`config.mk`:
```
export PLATFORM = sky130hd
export DESIGN_NAME = bdsp_front
export DESIGN_NICKNAME = d
export VERILOG_FILES = /design/src/hw/rtl/bdsp_pkg.sv /design/src/hw/rtl/bdsp_front.sv
export SDC_FILE = /design/constraint.sdc
export NUM_CORES = 1
export LEC_CHECK = 0
export BUFFER_PORTS_ARGS = -buffer_cell sky130_fd_sc_hd__clkbuf_2
export CELL_PAD_IN_SITES_DETAIL_PLACEMENT = 0
export CELL_PAD_IN_SITES_GLOBAL_PLACEMENT = 1
export CORE_ASPECT_RATIO = 1.5
export CORE_UTILIZATION = 47
export CTS_CLUSTER_DIAMETER = 50
export CTS_CLUSTER_SIZE = 10
export DETAILED_ROUTE_END_ITERATION = 10
export PLACE_DENSITY_LB_ADDON = 0.1
export SLEW_MARGIN = 10
export SYNTH_ARGS = -nofsm -noshare
export SYNTH_HDL_FRONTEND = slang
export SYNTH_SLANG_ARGS = --single-unit
export TNS_END_PERCENT = 30
```
`constraint.sdc`:
```
create_clock -name clock -period 5.14 [get_ports clock]
set_clock_uncertainty 0.1 [all_clocks]
set_input_delay 0.257 -clock clock [delete_from_list [all_inputs] [get_ports clock]]
set_output_delay 0.257 -clock clock [all_outputs]
set_load 0.005 [all_outputs]
```
`src/hw/rtl/bdsp_pkg.sv`:
```
// Shared types and constants of the bus decode and system ports block.
package bdsp_pkg;

   localparam int RAM_WORDS = 65536;
   localparam int ROM_WORDS = 2048;
   localparam int RAM_AW    = $clog2(RAM_WORDS);
   localparam int ROM_AW    = $clog2(ROM_WORDS);

   // Bus addresses (octal map)
   localparam logic [15:0] ADDR_ROM_LO    = 16'o160000;
   localparam logic [15:0] ADDR_ROM_HI    = 16'o170000;
   localparam logic [15:0] ADDR_TRAP_LO   = 16'o177560;
   localparam logic [15:0] ADDR_TRAP_HI   = 16'o177567;
   localparam logic [15:0] ADDR_TRAP_B12  = 16'o177560;
   localparam logic [15:0] ADDR_TRAP_B13  = 16'o177562;
   localparam logic [15:0] ADDR_TRAP_NOHR = 16'o177564;
   localparam logic [15:0] ADDR_TRAP_B14  = 16'o177566;
   localparam logic [15:0] ADDR_STATUS    = 16'o170006;
   localparam logic [15:0] ADDR_NET0      = 16'o170010;
   localparam logic [15:0] ADDR_NET1      = 16'o170012;
   localparam logic [15:0] ADDR_IO1_LO    = 16'o170006;
   localparam logic [15:0] ADDR_IO1_HI    = 16'o170013;
   localparam logic [15:0] ADDR_PRN_LO    = 16'o177514;
   localparam logic [15:0] ADDR_PRN_HI    = 16'o177517;
   localparam logic [15:0] ADDR_PSTAT     = 16'o177514;
   localparam logic [15:0] ADDR_PDATA     = 16'o177516;
   localparam logic [15:0] ADDR_IND_LO    = 16'o177570;
   localparam logic [15:0] ADDR_IND_HI    = 16'o177573;
   localparam logic [15:0] ADDR_IDATA     = 16'o177570;
   localparam logic [15:0] ADDR_IADDR     = 16'o177572;
   localparam logic [15:0] ADDR_FDC_LO    = 16'o177100;
   localparam logic [15:0] ADDR_FDC_HI    = 16'o177107;

   // Register values and masks
   localparam logic [15:0] HALT_STATUS_RST = 16'o100000;
   localparam logic [14:0] PSTAT_RST       = 15'o377;
   localparam logic [14:0] PSTAT_KEEP      = 15'o277;
   localparam logic [14:0] PSTAT_WMASK     = 15'o37600;
   localparam logic [14:0] PSTAT_DONE_BUSY = 15'o240;
   localparam logic [14:0] PSTAT_BUSY      = 15'o40;
   localparam logic [14:0] PSTAT_DONE      = 15'o200;
   localparam logic [15:0] KEY_FLAG        = 16'o2000;
   localparam logic [15:0] TRAP_FLAG12     = 16'o10000;
   localparam logic [15:0] TRAP_FLAG13     = 16'o20000;
   localparam logic [15:0] TRAP_FLAG14     = 16'o40000;

   typedef enum logic [2:0] {
      FN_RD_WORD = 3'd0,
      FN_RD_BYTE = 3'd1,
      FN_WR_WORD = 3'd2,
      FN_WR_BYTE = 3'd3,
      FN_TICK    = 3'd4,
      FN_KEY     = 3'd5,
      FN_ROM_LD  = 3'd6,
      FN_NOP     = 3'd7
   } func_type;

   typedef enum logic [1:0] {
      KIND_RAM  = 2'd0,
      KIND_ROM  = 2'd1,
      KIND_IO   = 2'd2,
      KIND_TRAP = 2'd3
   } kind_type;

   typedef enum logic [2:0] {
      PORT_NONE   = 3'd0,
      PORT_STATUS = 3'd1,
      PORT_NET    = 3'd2,
      PORT_FDC    = 3'd3,
      PORT_PSTAT  = 3'd4,
      PORT_PDATA  = 3'd5,
      PORT_IADDR  = 3'd6,
      PORT_IDATA  = 3'd7
   } port_type;

   // Classified bus word handed from front to back
   typedef struct packed {
      func_type    func;
      logic [15:0] address;
      logic [15:0] wdata;
      kind_type    kind;
      port_type    port;
      logic        key_pressed;
      logic        clear_halt;
   } item_type;

endpackage

```
`src/hw/rtl/bdsp_front.sv`:
```
// Front end: accept request words, decode address kind and port, queue them.
module bdsp_front (
   input  logic               clock,
   input  logic               reset,
   input  logic               req_valid,
   output logic               req_stall,
   input  logic [2:0]         req_func,
   input  logic [15:0]        req_address,
   input  logic [15:0]        req_wdata,
   input  logic               req_halt_mode,
   input  logic               req_key_pressed,
   input  logic               req_clear_halt,
   output logic               head_valid,
   output bdsp_pkg::item_type head_item,
   input  logic               head_pop
);

   bdsp_pkg::item_type q_ff [2];
   logic               wr_ptr_ff, wr_ptr_in;
   logic               rd_ptr_ff, rd_ptr_in;
   logic [1:0]         count_ff, count_in;
   bdsp_pkg::item_type item;
   logic [15:0]        base;
   logic               push;

   // Decode address into kind and port
   always_comb begin
      base             = {req_address[15:1], 1'b0};
      item.func        = bdsp_pkg::func_type'(req_func);
      item.address     = req_address;
      item.wdata       = req_wdata;
      item.key_pressed = req_key_pressed;
      item.clear_halt  = req_clear_halt;
      if (req_address < bdsp_pkg::ADDR_ROM_LO) begin
         item.kind = bdsp_pkg::KIND_RAM;
      end else if (req_address < bdsp_pkg::ADDR_ROM_HI) begin
         item.kind = bdsp_pkg::KIND_ROM;
      end else if (!req_halt_mode && req_address >= bdsp_pkg::ADDR_TRAP_LO &&
                   req_address <= bdsp_pkg::ADDR_TRAP_HI) begin
         item.kind = bdsp_pkg::KIND_TRAP;
      end else if ((req_address >= bdsp_pkg::ADDR_IO1_LO &&
                    req_address <= bdsp_pkg::ADDR_IO1_HI) ||
                   (req_address >= bdsp_pkg::ADDR_PRN_LO &&
                    req_address <= bdsp_pkg::ADDR_PRN_HI) ||
                   (req_address >= bdsp_pkg::ADDR_IND_LO &&
                    req_address <= bdsp_pkg::ADDR_IND_HI) ||
                   (req_address >= bdsp_pkg::ADDR_FDC_LO &&
                    req_address <= bdsp_pkg::ADDR_FDC_HI)) begin
         item.kind = bdsp_pkg::KIND_IO;
      end else begin
         item.kind = bdsp_pkg::KIND_RAM;
      end
      // A word access at an odd address hits no port
      if (req_address[0] && !req_func[0]) begin
         item.port = bdsp_pkg::PORT_NONE;
      end else if (base == bdsp_pkg::ADDR_STATUS) begin
         item.port = bdsp_pkg::PORT_STATUS;
      end else if (base == bdsp_pkg::ADDR_NET0 || base == bdsp_pkg::ADDR_NET1) begin
         item.port = bdsp_pkg::PORT_NET;
      end else if (base >= bdsp_pkg::ADDR_FDC_LO && base <= bdsp_pkg::ADDR_FDC_HI) begin
         item.port = bdsp_pkg::PORT_FDC;
      end else if (base == bdsp_pkg::ADDR_PSTAT) begin
         item.port = bdsp_pkg::PORT_PSTAT;
      end else if (base == bdsp_pkg::ADDR_PDATA) begin
         item.port = bdsp_pkg::PORT_PDATA;
      end else if (base == bdsp_pkg::ADDR_IADDR) begin
         item.port = bdsp_pkg::PORT_IADDR;
      end else if (base == bdsp_pkg::ADDR_IDATA) begin
         item.port = bdsp_pkg::PORT_IDATA;
      end else begin
         item.port = bdsp_pkg::PORT_NONE;
      end
   end

   // Queue control
   assign req_stall  = (count_ff == 2'd2);
   assign push       = req_valid && !req_stall;
   assign head_valid = (count_ff != 2'd0);
   assign head_item  = q_ff[rd_ptr_ff];

   always_comb begin
      wr_ptr_in = wr_ptr_ff ^ push;
      rd_ptr_in = rd_ptr_ff ^ head_pop;
      count_in  = count_ff + {1'b0, push} - {1'b0, head_pop};
   end

   always_ff @(posedge clock) begin
      if (reset) begin
         wr_ptr_ff <= 1'b0;
         rd_ptr_ff <= 1'b0;
         count_ff  <= 2'd0;
      end else begin
         wr_ptr_ff <= wr_ptr_in;
         rd_ptr_ff <= rd_ptr_in;
         count_ff  <= count_in;
      end
   end

   // Store pushed word
   always_ff @(posedge clock) begin
      if (push) begin
         q_ff[wr_ptr_ff] <= item;
      end
   end

endmodule

```
# Word-level counts from Yosys, hierarchy flattened
# Memories as Yosys holds them, arrays and structs flattened. A register that Yosys moved wholly into a read port is not among the register bits.
# Index checks and enable logic that the tools add are counted.
[totals] latch_bits=0 word_cells=62 inputBits=42 mem_bits_ro=0 mem_count=1 register_bits=4 mem_bits_rw=84 output_inout_bits=44
[op_classes] eq_ne=8 add_sub_neg=2 bitwise=2 n_shift=0 multipliers=0 order_cmp=14 n_reduce_logical=17 muxes=15 div=0
[memory_table] name="q_ff" depth=2 word_bits=42 rd=1 rd_ports_with_merged_regs=1 wr=1 line="bdsp_front.sv:18" rtl="bdsp_pkg::item_type q_ff [2];"
[op_table] op="$eq A15 B15 Y1 const B" count=7
[op_table] op="$ge A16 B16 Y1 const B" count=6
[op_table] op="$le A16 B16 Y1 const B" count=6
[op_table] op="$lt A16 B16 Y1 const B" count=2
[op_table] op="$mux W3" count=8
[op_table] op="$logic_and A1 B1 Y1" count=9
[op_table] op="$mux W2" count=4
[op_table] op="$logic_or A1 B1 Y1" count=4
[op_table] op="$logic_not A1 Y1" count=3
[op_table] op="$mux W1" count=3
[op_table] op="$add A2 B1 Y2" count=1
[op_table] op="$eq A2 B2 Y1 const B" count=1
[op_table] op="$reduce_bool A2 Y1" count=1
[op_table] op="$sub A2 B1 Y2" count=1
[op_table] op="$xor A1 B1 Y1" count=2

# Logic depth before layout (Yosys ltp)
# Gate-level depths: netlist (run 1).
[depth] depth_word=9 ltp_mapped=8 mapped_depth_nobuf=8

# Worst setup path after synthesis (run 1)
# OpenSTA, ideal clock, no wires.
[synth_path] path_type="reg-to-reg" from="register count_ff[0]" to="memory q_ff[1][0] (netlist name) (enable)" path_stages_with_launch=5 t_arrival_ps=1623 period_less_slack_ps=2126 setup_time_ps=404 slack_ps=3014 n_path_buf=0 t_required_ps=4636 cell_sequence="dfxtp_1 nand2b_1 nand2_1 inv_1 ha_1"
[synth_between] elab_chain_cells=5
[synth_lines] element="from (decl)" line="bdsp_front.sv:21" rtl="logic [1:0] count_ff, count_in;"
[synth_lines] element="from (signal assigned)" line="bdsp_front.sv:95" rtl="count_ff <= count_in;"
[synth_lines] element="$eq A2 B2 Y1" line="bdsp_front.sv:76" rtl="assign req_stall = (count_ff == 2'd2);"
[synth_lines] element="$logic_not A1 Y1" line="bdsp_front.sv:77" rtl="assign push = req_valid && !req_stall;"
[synth_lines] element="$logic_and A1 B1 Y1" line="bdsp_front.sv:77"
[synth_lines] element="$mux W1" line="bdsp_front.sv:101" rtl="if (push) begin"
[synth_lines] element="$mux W1 (implied by the code)" line="bdsp_front.sv:102" rtl="q_ff[wr_ptr_ff] <= item;"
[synth_lines] element="to (decl)" line="bdsp_front.sv:18"
# No other way between the ends.

==> results of run 1 <==
layer usage:
metal	track usage, %	up-vias	share of wire (%)
met5	0	-	0
met4	10.64	0	2.8
met1	19.20	981	40
met2	29.24	64	54
li1	-	963	-
met3	3.839	13	3.6
power by group through the flow:
stage | combinational (mW) | sequential [mW] | clock, mW
5_1_grt | 0.332 | 0.967 | 0.464
4_1_cts | 0.307 | 0.958 | 0.435
6_report | 0.300 | 0.956 | 0.421
3_3_place_gp | 0.294 | 0.968 | 0
3_5_place_dp | 0.294 | 0.974 | 0
2_1_floorplan | 0.175 | 0.952 | 0
sequential cells by signal, indices dropped and copies added, names as in the netlist:
signal	cells
count_ff	2
rd_ptr_ff	1
q_ff	84
wr_ptr_ff	1
repair_timing:
| item | CTS | global route |
|---|---|---|
| endpoints found under the hold margin | 41 | 0 |
| hold buffers | 20 | 0 |
| endpoints found under the setup margin | 0 | 0 |
placed cells by master (no fill, tap or decap), types with 3 or more instances in the layout:
cell and n:
clkbuf_8 11, clkbuf_2 85, mux2_2 42, inv_1 4, nor3_1 3, dlygate4sd3_1 20, edfxtp_1 84, a21oi_1 4
clkbuf_1 4, dfxtp_1 3, nand2_1 7, nor2_1 7
path summary, 6_finish.rpt:
check | start | to | slack [ps] | cells past startpoint
worst min-delay path | req_wdata[15] | q_ff[0][22] | 20 | 1
worst min register to register | count_ff[1] | count_ff[1] | 450 | 2
worst max register to register | count_ff[0] | q_ff[0][0] | 3100 | 4
worst max-delay path | rd_ptr_ff | head_item[2] | 2800 | 2
worst reg2reg max path, stage by stage, from the launching register on:
cell      delay (ps)
dfxtp_1          350
nand2b_1         130
nand2_1           80
inv_1             80
ha_2             890
metrics by stage:
| step | hold WS (ps) | util, % | std cells |
|---|---|---|---|
| 2_1_floorplan | 223.7 | - | 192 |
| 3_5_place_dp | 351.6 | 55.51 | 371 |
| 4_1_cts | 2.937 | 60.65 | 407 |
| 5_1_grt | 1.106 | 60.65 | 407 |
| 3_3_place_gp | 346.0 | 55.51 | 371 |
| 6_report | 19.23 | 60.65 | 407 |
final cells by class:
| cell class | count | area, um^2 | area share (%) |
|---|---|---|---|
| clock buffer | 15 | 166.4 | 3.797 |
| clock inverter | 1 | 5.005 | 0.1142 |
| inverter | 4 | 15.01 | 0.3426 |
| multi-input combinational | 94 | 842.1 | 19.21 |
| sequential | 88 | 2604 | 59.41 |
| tap | 100 | 125.1 | 2.855 |
| timing repair buffer | 105 | 625.6 | 14.27 |
cells by family after synthesis:
group                    Yosys count
flip-flops                        88
multiplexers                      43
AND/OR/NAND/NOR                   34
AO/OA/AOI/OAI                     10
buffers and inverters             10
adder cells (fa/ha/maj)            4
XOR/XNOR                           3
==> impl_metrics.csv, run 1 <==
group,metric,value,unit
synth,synth_edf_count,84,
pwr,power_leakage,1.664,nW
drt,route.detailed.wl_per_inst,15.35,um
finish,finish.instance_area,0.004383,mm^2
placement,port_buffers,85,
clock_tree,clock_sinks,88,
timing,setup-tns-final,0,ps
global_route,groute.usage.overall,17.18,%
setup_path,slowest_delay,1040,ps
synth,synth-async-reset-ratio,0,%
clock_tree,clk_pin_slew_worst_paths,70,ps
synth,yosys.area_share.adder,1.436,%
synth,synthTopCellsByArea,"edfxtp_1 72%, mux2_2 14%, dfxtp_1 2.3%",
setup_path,critPathArrivalTime,1980,ps
finish,num-fill-cells,614,
timing,max-slew-margin-rel,26.77,%
flow_run,cap_violations,0,
global_route,grt_antenna_before_repair,0,
timing,min_period_over_period,45.44,%
floorplanning,pin_count,86,
setup_path,start_kind,"flip-flop",
drt,drtAntennaViolNets,0,
floorplanning,fp.dieArea,0.007772,mm^2
pwr,total_power,1.677,mW
pwr,max-vdd-ir-drop,0.0002141,V
global_route,wire_length_of_the_first_global_routing_pass,9515,um
synth,yosysMostFrequentCell,"edfxtp_1",
pwr,power_frac_seq,57.0,%
global_route,grt_start_max_net_pins,44,
synth,syn_inst_count,192,
clock_tree,cts_buffer_depth,2,
synth,post-synth-top-area-fraction,72.36,%
pwr,cellPowerDensity,382.7,mW/mm^2
synth,synth_top_family_by_area,"multiplexers",
pwr,clkPwrFrac,25.1,%
setup_path,setup.worst_path.end_class,"output port",
floorplanning,start_util,48.23,%
timing,achievable-frequency,0.4281,GHz
setup_path,critical-path-slowest-cell,"dfxtp_2",
outcome,run_status,"finished clean",
timing,grt_setup_unrepaired,"no",
finish,finish.net_count,348,
synth,avgSynthCellArea,18.16,um^2
floorplanning,fp.dieH,107.5,um
floorplanning,core_area,0.007227,mm^2
setup_path,criticalPathCategory,"flip-flop to output port",
pwr,internal-power,1.270,mW
drt,wl,6248,um
floorplanning,chipWidth,72.32,um
timing,timing_hold_violations_final,0,
hold_path,holdCritPathClass,"input pin to flip-flop",
clock_tree,postCtsSetupRepairBufs,0,
drt,routed_via_density,4.966,
timing,number_of_pins_exceeding_their_max_slew_limit_in_the_final_report,0,
clock_tree,cts_buffers,9,
synth,yosys.area_share.xor_xnor,0.7538,%
synth,synth.ff_latch_count,88,
setup_path,critPathRequiredTime,4780,ps
synth,synth.yosys.seq_area_share,74.66,%
clock_tree,root_buffer,"clkbuf_8",
clock_tree,ctsHtreeMaxLevel,3,
synth,synthTopCellsByCount,"84 x edfxtp_1, 42 x mux2_2, 7 x nand2_1, 7 x nor2_1",
synth,number_of_distinct_library_cell_variants_in_the_gate_level_netlist_after_synthesis,33,
floorplanning,fp-row-count,38,
setup_path,crit_family,"flip-flops",
drt,drt_first_iter_violations,137,
placement,hpwlAfterDp,3807,um
timing,final_worst_path_period_need,2336,ps
finish,drive_above_1_share,48.21,%
synth,cell_area_after_synthesis,0.003486,mm^2
global_route,grt_pass1_vias,2053,
drt,total_number_of_vias,2021,
clock_tree,clock_insertion_delay_worst_skew,350,ps
setup_path,cp_cell_sequence,"mux2_2 > clkbuf_2",
timing,worst_pin_slew,1098,ps
drt,detail_route.first_pass.iterations,4,
pwr,p_sw,0.4072,mW
global_route,gr-total-overflow,0,
setup_path,path_max_fanout,43,
synth,synth_simple_gate_area_share,6.210,%
synth,synth-warning-count,0,
placement,finalWeightedCongestion,0.7464,
synth,net_count_after_synthesis,238,
pwr,share_comb_of_total_power,17.9,%
clock_tree,cts_tree,"done",
finish,antenna-diode-count,0,
synth,synthDominantAreaCellType,"edfxtp_1",
synth,synth.area.mux_share,13.85,%
timing,finalWorstSetupSlack,2804,ps
clock_tree,post_cts.resized_instances,0,
synth,yosys_most_used_dff,"edfxtp_1",
setup_path,critPathBufInv,1,
placement,post_dp_cell_area,0.004011,mm^2
placement,dp_slack,3072,ps
timing,finalSetupViolCount,0,
finish,layout_overhead_on_the_synthesized_area,25.74,%
drt,drc,0,
pwr,power.switching_fraction,24.28,%
synth,synth-compound-area-share,1.759,%
No activity file was read; power rests on OpenSTA's default activity.
==> run 2, diff against run 1 <==
--- a/config.mk
+++ b/config.mk
@@ -9,7 +9,7 @@
 export CELL_PAD_IN_SITES_DETAIL_PLACEMENT = 0
 export CELL_PAD_IN_SITES_GLOBAL_PLACEMENT = 1
 export CORE_ASPECT_RATIO = 1.5
-export CORE_UTILIZATION = 47
+export CORE_UTILIZATION = 44
 export CTS_CLUSTER_DIAMETER = 50
 export CTS_CLUSTER_SIZE = 10
 export DETAILED_ROUTE_END_ITERATION = 10
==> constraint.sdc (replaced) <==
create_clock -name clock -period 2.2 [get_ports clock]
set_clock_uncertainty 0.1 [all_clocks]
set_input_delay 0.11 -clock clock [delete_from_list [all_inputs] [get_ports clock]]
set_output_delay 0.11 -clock clock [all_outputs]
set_load 0.005 [all_outputs]
==> impl_metrics.csv, run 2 (same netlist as run 1, synthesis figures left out) <==
group,metric,value,unit
global_route,wire_length_of_the_first_global_routing_pass,10140,um
clock_tree,postCtsSetupRepairBufs,0,
timing,max-slew-margin-rel,73.70,%
finish,final_common_cell,"clkbuf_2",
placement,dp_slack,584.4,ps
timing,setup-tns-final,0,ps
finish,largest_reg_flops,84,
finish,regArea,0.002604,mm^2
floorplanning,chipWidth,74.68,um
finish,multi_input_area,842.1,um^2
clock_tree,cts_buffer_depth,2,
drt,routed_via_density,4.826,
pwr,total_power,4.390,mW
setup_path,critPathArrivalTime,1890,ps
drt,wl,6434,um
setup_path,critPathBufInv,2,
timing,timing_hold_violations_final,0,
timing,worst_pin_slew,389.0,ps
setup_path,worst_reg2reg_path_depth,5,
global_route,groute.usage.overall,16.93,%
clock_tree,root_buffer,"clkbuf_16",
floorplanning,core_area,0.007661,mm^2
hold_path,whs_endpoint,"q_ff[1][26]",
hold_path,holdCritPathClass,"input pin to flip-flop",
timing,grt_setup_unrepaired,"no",
setup_path,regToRegSetupSlack,600,ps
setup_path,setup.worst_path.end_class,"flip-flop",
clock_tree,cts_buffers,9,
setup_path,critPathRequiredTime,2260,ps
setup_path,rr_startpoint,"count_ff[0]",
timing,timing.hold.ws,17.71,ps
drt,drtAntennaViolNets,0,
global_route,grt_start_max_net_pins,37,
setup_path,cp_cell_sequence,"dlygate4sd3_1 > clkbuf_2 > or4_1 > nor3_4 > nand2_1 > a211oi_2",
finish,layout_overhead_on_the_synthesized_area,35.86,%
pwr,power_leakage,1.827,nW
drt,drt_first_iter_violations,69,
finish,largest_register,"q_ff",
drt,detail_route.first_pass.iterations,4,
global_route,gr-total-overflow,0,
floorplanning,pin_count,86,
clock_tree,post_cts_hold_buffer_count,37,
finish,drive_above_1_share,47.42,%
timing,final_worst_path_period_need,1838,ps
setup_path,slowest_delay,590,ps
clock_tree,ctsHtreeMaxLevel,3,
flow_run,cap_violations,0,
setup_path,criticalPathCategory,"input pin to flip-flop",
floorplanning,fp.dieArea,0.008290,mm^2
finish,top_regs,"q_ff (84), count_ff (2)",
setup_path,path_max_fanout,7,
placement,hpwlAfterDp,4182,um
clock_tree,cts_tree,"done",
finish,antenna-diode-count,0,
setup_path,start_kind,"input pin",
floorplanning,fp-row-count,39,
clock_tree,clock_sinks,88,
global_route,grt_antenna_before_repair,0,
setup_path,rr_endpoint,"q_ff[0][33]",
clock_tree,clk_pin_slew_worst_paths,60,ps
placement,port_buffers,85,
drt,total_number_of_vias,2080,
finish,finish.net_count,370,
hold_path,hold_path_startpoint,"req_address[3]",
setup_path,critical-path-slowest-cell,"or4_1",
pwr,max-vdd-ir-drop,0.0005586,V
timing,achievable-frequency,0.5441,GHz
drt,route.detailed.wl_per_inst,14.93,um
placement,finalWeightedCongestion,0.7584,
timing,min_period_over_period,83.54,%
finish,commonest_cells_after_routing_fill_and_taps_aside,"85 x clkbuf_2, 84 x edfxtp_1, 42 x mux2_2",
timing,finalSetupViolCount,0,
clock_tree,post_cts.resized_instances,0,
pwr,cellPowerDensity,927.0,mW/mm^2
finish,num-fill-cells,624,
timing,finalWorstSetupSlack,362.2,ps
drt,drc,0,
floorplanning,fp.dieH,111.0,um
outcome,run_status,"finished clean",
setup_path,crit_family,"simple AND/OR/NAND/NOR gates",
hold_path,worstHoldPathCells,1,
clock_tree,clock_insertion_delay_worst_skew,320,ps
timing,number_of_pins_exceeding_their_max_slew_limit_in_the_final_report,0,
floorplanning,start_util,45.50,%
global_route,grt_pass1_vias,2133,
## run 2: cell types whose count changed in the layout (fill, tap and decap cells not counted)
cell and change:
clkbuf_8 -9, buf_12 +3, clkinv_2 +3, clkbuf_16 +9, dlygate4sd3_1 +17, clkbuf_1 -3
buf_4 +2
## run 2: power breakdown
part,total (mW),leakage (nW),internal [mW],switching [mW]
combinational,0.806,0.862,0.418,0.389
clock,1.38,0.142,0.818,0.564
sequential,2.20,0.822,2.14,0.0618
## run 2: through the flow
stage / cell area, um^2 / std cells / utilization (%)
floorplan: 3486 / 192 / -
global placement: 4089 / 378 / 53.37
detailed placement: 4089 / 378 / 53.37
CTS: 4736 / 431 / 61.82
global route: 4736 / 431 / 61.82
finish: 4736 / 431 / 61.82
## run 2: final cells by class
cell class	instances	area share (%)
clock buffers	12	5.416
multi-input cells	94	17.78
flip-flops and latches	88	54.98
clock inverters	4	0.4227
well taps	102	2.695
inverters	4	0.3170
repair buffers	127	18.39
## run 2: worst register-to-register path, stage by stage, from the launching register on
cell and delay, ps:
dfxtp_1 340, nand2b_1 130, nand2_1 80, inv_1 80, ha_2 360, buf_12 210
## run 2: how the worst max path moves through the flow
stage / startpoint / end / slack [ps] / cells after the start
after floorplan: count_ff[0] / q_ff[1][0] / 70 / 4
after global placement: count_ff[0] / q_ff[0][33] / 610 / 5
after detailed placement: count_ff[0] / q_ff[0][33] / 580 / 5
after CTS: req_address[4] / q_ff[0][3] / 370 / 6
after global routing: req_address[4] / q_ff[0][2] / 280 / 6
final: req_address[4] / q_ff[0][3] / 360 / 6
## run 2: metal layers
metal	share of wire, %	GRT usage (%)	wire length (um)
met3	3.8	5.091	243
met5	0	0	0
met1	40	18.24	2549
met2	56	29.67	3582
met4	0.90	7.044	58
